--- config.mk ---
export PLATFORM = sky130hd
export DESIGN_NAME = lnr_ram
export DESIGN_NICKNAME = d
export VERILOG_FILES = /design/src/hdl/lnr_ram.sv
export SDC_FILE = /design/constraint.sdc
export NUM_CORES = 2
export LEC_CHECK = 0
export BUFFER_PORTS_ARGS = -buffer_cell sky130_fd_sc_hd__buf_2
export CAP_MARGIN = 0
export CORE_ASPECT_RATIO = 0.8
export CORE_MARGIN = 3
export CORE_UTILIZATION = 50
export DETAILED_ROUTE_END_ITERATION = 16
export PLACE_DENSITY_LB_ADDON = 0.08
export REMOVE_ABC_BUFFERS = 1
export SLEW_MARGIN = 20
export SYNTH_ARGS = -nofsm -noshare
export SYNTH_HDL_FRONTEND = slang
export SYNTH_SLANG_ARGS = --single-unit
--- constraint.sdc ---
create_clock -name clk_i -period 5.8 [get_ports clk_i]
set_input_delay 0 -clock clk_i [delete_from_list [all_inputs] [get_ports clk_i]]
set_output_delay 0 -clock clk_i [all_outputs]
set_load 0.01 [all_outputs]
--- src/hdl/lnr_ram.sv ---
// ----------------------------------------------------------------------------
// lnr_ram
// Simple dual-port synchronous RAM, one write and one registered read port.
// ----------------------------------------------------------------------------
module lnr_ram #(
  parameter int unsigned Depth = 64,
  parameter int unsigned Width = 48,
  localparam int unsigned AW   = $clog2(Depth)
) (
  input  logic             clk_i,
  input  logic             we_i,
  input  logic [AW-1:0]    waddr_i,
  input  logic [Width-1:0] wdata_i,
  input  logic [AW-1:0]    raddr_i,
  output logic [Width-1:0] rdata_o
);

  logic [Width-1:0] mem [Depth];
  logic [Width-1:0] rdata_q;

  // Write port
  always_ff @(posedge clk_i) begin
    if (we_i) begin
      mem[waddr_i] <= wdata_i;
    end
  end

  // Registered read port
  always_ff @(posedge clk_i) begin
    rdata_q <= mem[raddr_i];
  end

  assign rdata_o = rdata_q;

endmodule

After elaboration in Yosys (flattened, before gate mapping)

Memories as Yosys holds them, arrays and structs flattened. A register that Yosys moved wholly into a read port is not among the register bits.
Index checks and enable logic that the tools add are counted.

Flip-flop bits (word level): 0
Word-level logic and storage cells: 3
Memories kept: 1
Memory bits (writable): 3,072
Output and inout port bits: 48
Input port bits: 62

Muxes and demuxes: 2

Memories:

| memory | words | bits a word | rd ports | clocked after Yosys merged registers in | write ports | RTL line | source |
|---|---|---|---|---|---|---|---|
| mem    | 64    | 48          | 1        | 1                                       | 1           | 18       | `logic [Width-1:0] mem [Depth];` |

Operators by type and width:

| cell             | number |
|---|---|
| 2-to-1 mux 1 bit | 2 |

Longest topological paths before layout

Depth after elaboration: 2
Mapped depth: 9
Gate-level depth less buffers: 5

Worst setup path after synthesis

No wires, ideal clock.

Kind: input to register
From: input waddr_i[3]
To: memory mem[48][0], enable pin
Path slack: 1.515 ns
Cell stages on the path: 4
Arrival time: 3.772 ns
Path buffers: 1
Cells stage by stage: clkbuf_1 > nor2b_1 > nand4b_1 > nor3_1

RTL lines:

| what        | RTL line | source |
|---|---|---|
| from (decl) | 12       | `input logic [AW-1:0] waddr_i,` |
| to (decl)   | 18       |  |

Straight into the memory's write port.

Final worst setup path

From: input waddr_i[0]
To: memory mem[38][24], enable pin

Straight into the memory's write port.

==> impl_metrics.json <==
{
  "synth_top_cells_by_area": "edfxtp_1 79%, mux4_2 14%, dfxtp_1 0.82%, o22ai_1 0.65%, a221oi_1 0.62%",
  "slew_headroom_pct": 19.87,
  "first_global_vias": 55610,
  "synth_area_mm2": 0.1171,
  "antenna_found_initial": 18,
  "setup_viol": 0,
  "yosysMostFrequentCell": "edfxtp_1",
  "power.leakage_nw": 41.15,
  "drv_cap": 0,
  "timing.final.crit_share_pct": 49.32,
  "final_max_slew_viol_count": 0,
  "synth-edff-count": 3072,
  "dp_hpwl_mm": 171.8,
  "yosys.area.top_type_share_pct": 78.77,
  "critical_path.top_delay_family": "simple AND/OR/NAND/NOR gates",
  "p_total_mw": 46.68,
  "die_w_um": 547.1,
  "cts_tree": "done",
  "final.min_clock_period_ns": 2.861,
  "pin_count": 110,
  "drt-met1-wl_mm": 135.8,
  "worstPathRequired_ns": 6.29,
  "worst-r2r-cell-count": 4,
  "rows": 158,
  "cellPowerDensity_mw_per_mm2": 351.4,
  "htree_levels": 5,
  "place_inst": 8086,
  "yosys.area.top_type": "edfxtp_1",
  "fp.dieArea_mm2": 0.2401,
  "drtIter0Drc": 7444,
  "path_cells": "dlygate4sd3_1 > buf_2 > nor2b_1 > nand3_1 > nor2_4 > buf_4",
  "grt_pass1_wl_mm": 441.7,
  "hold_buffers": 53,
  "clock-sinks": 3120,
  "finalWirelength_mm": 315.1,
  "drtAntennaViolNets": 0,
  "highest_layer": "met5",
  "overflow": 0,
  "post_cts_resize_count": 0,
  "portBuffers": 109,
  "timing.final.hold_violations": 0,
  "whs_path_depth": 3,
  "post_cts_buffers": 0,
  "status": "finished, final reports clean",
  "irDropWorstVdd_mv": 0.3085,
  "globalplace.congestion": 0.7780,
  "fin_nets": 5398,
  "crit_fanout": 26,
  "drive_gt1_share_pct": 27.89,
  "vias": 55910,
  "cpMaxStageDelayCell": "nor2_4",
  "grtUsageTotal_pct": 26.28,
  "skew_ns": 0.02930,
  "arrival_ns": 3.35,
  "viasPerCell": 6.426,
  "cp_num_buf_inv": 3,
  "end_kind": "register",
  "met3_length_mm": 27.44,
  "filler_cell_count": 16840,
  "final_area_mm2": 0.1328,
  "yosysSeqAreaShare_pct": 79.59,
  "max_stage_delay_ns": 1.11,
  "yosys_warnings": 0,
  "fmaxAchievable_mhz": 349.6,
  "wire_per_inst_um": 36.21,
  "synthDistinctLibCells": 36,
  "worstSetupStartpointType": "input pin",
  "clk_pin_slew_ns": 0.06,
  "root_buffer": "clkbuf_16",
  "yosys-top-cells-count": "3,072 x edfxtp_1, 754 x mux4_2, 132 x nor2_1, 122 x o22ai_1",
  "post-route-drc-count": 0,
  "synth-seq-cells": 3120,
  "firstDrtPassIters": 5,
  "area_growth_pct": 13.42,
  "setup_tns_ns": 0,
  "rsz0062_at_grt": "no",
  "max_slew.worst_pin.slew_ns": 1.198,
  "clockBufferDepth": 4,
  "placed_area_mm2": 0.1224,
  "numCtsBuffers": 309,
  "wl_met2_mm": 145.0,
  "clk_latency_ns": 0.86,
  "fin_cells": 8701,
  "syn-instance-count": 4970,
  "hold_path_class": "in2reg",
  "syn_area_per_cell_um2": 23.56,
  "core_area_mm2": 0.2323,
  "async_flop_share_pct": 0,
  "cp.depth": 6,
  "synth_ff_type": "edfxtp_1",
  "reg2reg_slack_ns": 3.50,
  "grt_max_degree": 113,
  "initial_core_util_pct": 50.42,
  "crit_type": "in2reg",
  "die_y_um": 438.9
}
==> final cells by class <==
type	instances	area (µm²)	share of cell area, %
Multi-Input combinational cell	1568	22950	17.28
Sequential cell	3120	93210	70.17
Clock buffer	400	8354	6.289
Tap cell	3120	3904	2.939
Clock inverter	150	1305	0.9824
Timing Repair Buffer	337	3099	2.333
Antenna cell	6	15.01	0.01130
==> cells by family (layout without fill, tap and decap cells) <==
logic type	Yosys count	in the layout	synth area share (%)
flops	3120	3120	79.59
compound gates	486	486	3.024
buf+inv	282	887	1.279
other cells	0	6	0
mux	829	829	15.15
simple gates	253	253	0.9572
==> worst paths after layout <==
path	from	end
hold / removal	waddr_i[4]	mem[50][2]$_DFFE_PP_
setup reg to reg	mem[27][34]$_DFFE_PP_	rdata_o[34]$_DFF_P_
setup / recovery	waddr_i[0]	mem[38][24]$_DFFE_PP_
hold reg to reg	mem[58][13]$_DFFE_PP_	rdata_o[13]$_DFF_P_
==> worst register-to-register path, cell delays in order, from the launching register on <==
cell,delay (ns)
edfxtp_1,0.36
mux4_2,0.48
a22o_1,0.27
a221oi_1,0.70
a221oi_1,0.31
==> report_power, final <==
group          internal (mW)  switching [mW]  total, mW
combinational          0.810            1.42       2.23
clock                   11.1            8.28       19.4
sequential              25.0          0.0901       25.1
==> per-layer routing <==
metal,GRT usage (%),up-vias
met5,0,-
met4,5.808,2
met3,4.961,384
met2,39.49,2617
met1,40.56,30630
li1,-,22270
==> through the flow <==
step / setup WS (ns) / hold slack (ns) / util [%]
final: 2.939 / 0.1082 / 57.19
after global routing: 2.910 / 0.06097 / 57.18
after CTS: 3.027 / 0.01120 / 57.10
after detailed placement: 2.613 / 0.4081 / 52.71
after global placement: 2.565 / 0.4033 / 52.63
after floorplan: 1.667 / 0.09887 / -
==> state kept, by name (all words and copies together), names as in the netlist <==
| register | cells |
|---|---|
| mem | 3072 |
| rdata_o | 48 |
==> layout by cell type (no fill, tap or decap), types with 6 or more instances in the layout <==
master	instances
edfxtp_1	3072
mux4_2	754
clkbuf_16	317
buf_4	165
o22ai_1	122
a221oi_1	83
a21oi_1	74
a22oi_1	72
clkbuf_1	72
buf_2	71
nor2_1	67
nor2_4	64
mux2i_1	63
clkinv_1	60
a22o_1	57
dlygate4sd3_1	55
nand2_1	53
clkinv_2	49
dfxtp_1	48
buf_12	36
a211oi_1	32
o221ai_1	28
bufinv_16	21
nor2b_1	20
mux2_2	12
a311oi_1	11
clkbuf_8	11
nand2b_1	7
nand3_1	7
inv_6	7
clkinvlp_4	7
buf_16	7
diode_2	6
Note: power is estimated with default switching activity, not from simulation.
