### src/hdl/lnr_pkg.sv
// ----------------------------------------------------------------------------
// lnr_pkg
// Shared constants and types for the layer normalization row block.
// ----------------------------------------------------------------------------
package lnr_pkg;

  localparam int unsigned MaxRow   = 64;
  localparam int unsigned AddrW    = $clog2(MaxRow);
  localparam int unsigned LenW     = 7;
  localparam int unsigned DataW    = 16;
  localparam int unsigned EntryW   = 3 * DataW;
  localparam int unsigned SumW     = 23;
  localparam int unsigned SumSqW   = 37;
  localparam int unsigned DivNumW  = 57;
  localparam int unsigned DivDenW  = 31;
  localparam int unsigned DivCntW  = 6;
  localparam int unsigned InvW     = 29;
  localparam int unsigned CfgIdxW  = 2;

  // Register indexes of the configuration port
  localparam logic [CfgIdxW-1:0] RegRowLen  = 2'd0;
  localparam logic [CfgIdxW-1:0] RegEpsilon = 2'd1;

  typedef enum logic [3:0] {
    ST_LOAD,
    ST_PREP,
    ST_VAR_GO,
    ST_VAR_WAIT,
    ST_MEAN_GO,
    ST_MEAN_WAIT,
    ST_LIM_GO,
    ST_LIM_WAIT,
    ST_ROOT,
    ST_EMIT,
    ST_DRAIN
  } lnr_state_e;

  typedef struct packed {
    logic signed [DataW-1:0] sample;
    logic signed [DataW-1:0] gain;
    logic signed [DataW-1:0] offset;
  } lnr_entry_t;

endpackage

### src/hdl/lnr_div.sv
// ----------------------------------------------------------------------------
// lnr_div
// Unsigned restoring divider, one quotient bit per cycle.
// ----------------------------------------------------------------------------
module lnr_div
  import lnr_pkg::*;
(
  input  logic               clk_i,
  input  logic               rst_ni,
  input  logic               start_i,
  input  logic [DivNumW-1:0] num_i,
  input  logic [DivDenW-1:0] den_i,
  output logic               done_o,
  output logic [DivNumW-1:0] quo_o
);

  logic               busy_q, busy_d;
  logic               done_q, done_d;
  logic [DivCntW-1:0] cnt_q, cnt_d;
  logic [DivNumW-1:0] num_q, num_d;
  logic [DivNumW-1:0] quo_q, quo_d;
  logic [DivDenW-1:0] den_q, den_d;
  logic [DivDenW-1:0] rem_q, rem_d;
  logic [DivDenW:0]   rem_sh;
  logic               fits;

  // Shift in one numerator bit, subtract where the divisor fits
  always_comb begin
    rem_sh = {rem_q, num_q[DivNumW-1]};
    fits   = rem_sh >= {1'b0, den_q};
    busy_d = busy_q;
    done_d = 1'b0;
    cnt_d  = cnt_q;
    num_d  = num_q;
    quo_d  = quo_q;
    den_d  = den_q;
    rem_d  = rem_q;
    if (start_i) begin
      busy_d = 1'b1;
      cnt_d  = DivCntW'(DivNumW - 1);
      num_d  = num_i;
      den_d  = den_i;
      rem_d  = '0;
    end else if (busy_q) begin
      rem_d = fits ? DivDenW'(rem_sh - {1'b0, den_q}) : rem_sh[DivDenW-1:0];
      quo_d = {quo_q[DivNumW-2:0], fits};
      num_d = {num_q[DivNumW-2:0], 1'b0};
      cnt_d = cnt_q - 1'b1;
      if (cnt_q == '0) begin
        busy_d = 1'b0;
        done_d = 1'b1;
      end
    end
  end

  always_ff @(posedge clk_i or negedge rst_ni) begin
    if (!rst_ni) begin
      busy_q <= 1'b0;
      done_q <= 1'b0;
      cnt_q  <= '0;
    end else begin
      busy_q <= busy_d;
      done_q <= done_d;
      cnt_q  <= cnt_d;
    end
  end

  always_ff @(posedge clk_i) begin
    num_q <= num_d;
    quo_q <= quo_d;
    den_q <= den_d;
    rem_q <= rem_d;
  end

  assign done_o = done_q;
  assign quo_o  = quo_q;

endmodule
### config.mk
export PLATFORM = sky130hd
export DESIGN_NAME = lnr_div
export DESIGN_NICKNAME = d
export VERILOG_FILES = /design/src/hdl/lnr_pkg.sv /design/src/hdl/lnr_div.sv
export SDC_FILE = /design/constraint.sdc
export NUM_CORES = 1
export LEC_CHECK = 0
export ABC_AREA = 1
export BUFFER_PORTS_ARGS = -buffer_cell sky130_fd_sc_hd__buf_2
export CORE_MARGIN = 5
export CORE_UTILIZATION = 55
export CTS_CLUSTER_SIZE = 16
export DETAILED_ROUTE_END_ITERATION = 12
export GPL_TIMING_DRIVEN = 0
export HOLD_SLACK_MARGIN = 0.08
export PLACE_DENSITY_LB_ADDON = 0.3
export SYNTH_ARGS = -nofsm -noshare
export SYNTH_HDL_FRONTEND = slang
export SYNTH_SLANG_ARGS = --single-unit
### constraint.sdc
create_clock -name clk_i -period 4.71 [get_ports clk_i]
set_input_delay 0.942 -clock clk_i [delete_from_list [all_inputs] [get_ports clk_i]]
set_output_delay 0.942 -clock clk_i [all_outputs]
set_load 0.03 [all_outputs]
== Word level (Yosys, flattened, before mapping) ==
Cells that the tools add are included.
Word-level totals
  word-level logic and storage cells: 25
  memory bits (writable): 0
  latch bits: 0
  input port bits: 91
  ROM bits: 0
  memories kept: 0
  bits in registers: 184
Cells by class
  reductions and logical operators: 3
  add/subtract/negate cells: 2
  multiply operators: 0
  $lt $le $gt $ge: 1
  equal/unequal tests: 0
  mux-type cells: 11
  divide/modulo/power cells: 0
  bitwise logic cells: 1
  shift-type cells: 0
Operators with widths (number)
  two-way mux 57 bit: 2
  greater-or-equal comparator 32 x 31 -> 1 bit: 1
  two-way mux 31 bit: 1
  subtractor 31 bit: 1
  two-way mux 6 bit: 2
  logical NOT 6 bit: 1
  two-way mux 1 bit: 6
  subtractor 6 x 1 -> 6 bit, second input constant: 1
  AND reduction 2 bit: 1
  nonzero test 2 bit: 1
  NOT 1 bit: 1

== Depth between registers and ports, before layout ==
  word-level depth: 4
  gate-level depth with buffers: 17
  mapped depth without buffers: 16

== Least setup slack after synthesis ==
OpenSTA, ideal clock, no wires.
  kind: input to register
  from: input port start_i
  to: register num_q[0] (enable)
  stages: 4
  path buffers: 2
  required time: 4.266 ns
  arrival: 3.163 ns
  library setup time: 0.444 ns
  slack: 1.103 ns
  cell sequence: clkbuf_1 nor2_1 inv_1 clkbuf_1
On the way
  longest elaborated chain between the ends: 1
Ends and longest elaborated chain
  start, declared: RTL line lnr_div.sv:10  | input logic start_i,
  nonzero test 2 bit (no source line)
  end signal, assigned: RTL line lnr_div.sv:69  | num_q <= num_d;
  end, declared: RTL line lnr_div.sv:20  | logic [DivNumW-1:0] num_q, num_d;
Every way passes these cells.
A chain may end at the register's enable or synchronous reset.

== Final worst setup path ==
  from: input port start_i
  to: register num_q[14] (enable)
The elaborated chain is that of the path after synthesis.

==> impl_results.md <==
* Status: complete, no violations
* Slew Limit Fails at 0
* Worst-Skew Late Latency at 440 ps
* Crit path cell chain: buf_2 -> clkbuf_1 -> nor2_1 -> inv_1 -> clkbuf_4
* N_diodes at 0
* Initial Utilization at 0.5567
* Clock skew at between 8 and 9 ps
* Resized cells post-CTS at 0
* End point of the critical path: num_q[14]$_DFFE_PP_
* GRT Util Overall at 0.2113
* Vias in the first global route at roughly 7,100
* VDD IR-drop max at 0.0004012 V
* Post-CTS Repair Setup Buffers at 0
* Num CTS Buffers at 17
* Period utilisation layout at 0.6633
* Crit path largest cell delay at 750 ps
* R2r setup slk at between 2000 and 2500 ps
* Worst Path Arrival at 3190 ps
* Gr ovfl total at 0
* Initial DRC count at 480
* H-tree level count at 4
* Synth unique cells at 36
* Final worst-path setup slack at 1586 ps
* Setup CP Type: in -> reg
* Slew HR at 0.4157
* CTS tree: yes
* Final setup viols at 0
* Area of the multi-input gates at 3545 sq um
* CTS clk-pin slew, worst paths at 80 ps
* Pre-CTS setup slack at 788.8 ps
* Initial antenna violation count at 0
* Final nets at 1,426
* Post-Syn Area at 9562 sq um
* Filler instances at 1,456
* Hold_ws at approximately 330 ps
* Area Overhead vs Synth at 17.05%
* CP Max Fanout at 66
* CP max stage cell: clkbuf_4
* Root Driver: clkbuf_16
* Layout cell share with drive strength beyond 1 at 0.1750
* Unrepaired setup endpoints after global routing: no
* HPWL after DPL at 15,840 um
* Max Cap Viol at 0
* CP required at 4770 ps
* DRC at 0
* Die Area at 20,120 sq um
* Drt pass-1 iters at 5
* Synth warnings at 0
* Final wirelength at between 20,000 and 25,000 um
* Reg area at slightly above 5000 sq um
* CP Capture Type: flop
* Antenna viol nets, final at 0
* Core area at 17,180 sq um
* Synth area leader: edfxtp_1
* Slew @ Worst Pin at 876.4 ps
* Port bufs at 148
* Clk buf depth at 2
* Mapped Cells at approximately 1,100
* Fmax at 0.3201 GHz
* Worst R2R Start: den_q[0]$_DFFE_PP_
* CP startpoint kind: input port
* Synth top area share at 0.4554
* Hold Vio Cnt, Final at 0
* Power Dens Cells at around 530 nW/um^2
* Fin crit period at 3124 ps
* Largest net degree at the start of global routing at 67
* DR vias/cell at 4.926
* Clk sinks at around 180
* Most common cell after layout, fill and taps aside: nand2_1
* Num rows at 48
* R2R cell count at 15
* Height of the die at between 100 and 150 um
* Syn_nets at 1,259
* Static leakage at 0.005737 uW
* First-pass GRT wire length at 33,780 um
* Number of top-level pins at 149
* Vias at 7,581
* Synthesis-stage register bit count at about 180
* Hold WC Path Type: in -> async
* R2R Path End: rem_q[24]$_SDFFE_PP0P_
* Synth Area per Inst at ~8.4 sq um
* Most frequent cells in the layout: nand2_1 (480), inv_1 (173), buf_2 (154), edfxtp_1 (145), nand3_1 (68)
* Fin util at 0.6516
* Post-synthesis sequential area ratio at 0.5412
* Synth top area cells: edfxtp_1 (46%), nand2_1 (19%), inv_1 (6.8%)
* Gpl congestion at 0.9355
* Hold_buf cts at 0
* WL per Instance at 13.79 um
* Total chip power at 5919 uW
* Die width at 141.9 um
* Worst setup path start: start_i
-- metal layers --
layer	up-vias	track usage	part of all wire
li1	3890	-	-
met4	0	0.06414	0.017
met1	3431	0.2931	0.46
met5	-	0	0
met2	228	0.3392	0.46
met3	32	0.04078	0.065
-- how the worst min path moves through the flow --
stage	to	slack (ps)	cells past startpoint
2_1_floorplan	rem_q[30]$_SDFFE_PP0P_	440	2
3_3_place_gp	quo_o[13]$_DFFE_PP_	430	0
3_5_place_dp	quo_o[31]$_DFFE_PP_	430	0
4_1_cts	cnt_q[2]$_DFFE_PN0P_	320	1
5_1_grt	cnt_q[2]$_DFFE_PN0P_	330	1
6_report	busy_q$_DFF_PN0_	330	1
-- metrics by stage --
step,TNS (ps),cells,area [sq um]
after CTS,0,1539,11190
after floorplan,0,1134,9562
after detailed placement,0,1507,10590
final,0,1539,11190
after global routing,0,1539,11190
after global placement,-43990,1507,10580
-- cells in the mapped netlist (all sizes together) --
master	count
nand3	77
clkbuf	12
fa	1
or2	1
ha	33
xor2	2
o21ai	18
dfxtp	31
nand3b	13
and2	4
xnor2	13
nand2	490
nor4	2
buf	16
inv	182
dfrtp	8
clkinv	2
nor2	51
a21oi	21
o21bai	1
nor3	3
edfxtp	145
o22ai	1
nand4	7
-- final cells by class --
class                           instances  share of cell area
Timing Repair Buffer                  148             0.06618
Clock buffer                           17             0.03801
Buffer                                 28             0.01409
Sequential cell                       184              0.4624
Inverter                              184             0.06171
Clock inverter                         15             0.01576
Tap cell                              225             0.02515
Multi-Input combinational cell        738              0.3167
-- cells by family (layout without fill, tap and decap cells) --
family,Yosys count,after routing,share of synthesized area
buf+inv,212,392,0.08806
simple gates,648,648,0.2879
flops,184,184,0.5412
fa+ha+maj,34,34,0.04528
xor+xnor,15,15,0.01374
compound gates,41,41,0.02382
-- worst max-delay path, delay by kind of cell --
family / cells / cell delay, ps
buffers and inverters: 4 / 2030
AND/OR/NAND/NOR: 1 / 170
-- state kept, by name, indices dropped and copies added, names as in the netlist --
name    count
den_q      31
done_o      1
rem_q      31
quo_o      57
busy_q      1
cnt_q       6
num_q      57
-- power by group --
part | switching (uW) | internal (uW) | leakage, uW
Sequential | 122 | 2000 | 0.00184
Combinational | 1510 | 874 | 0.00361
Clock | 696 | 719 | 0.000292
Total | 2330 | 3590 | 0.00574
Note: power is estimated with default switching activity, not from simulation.
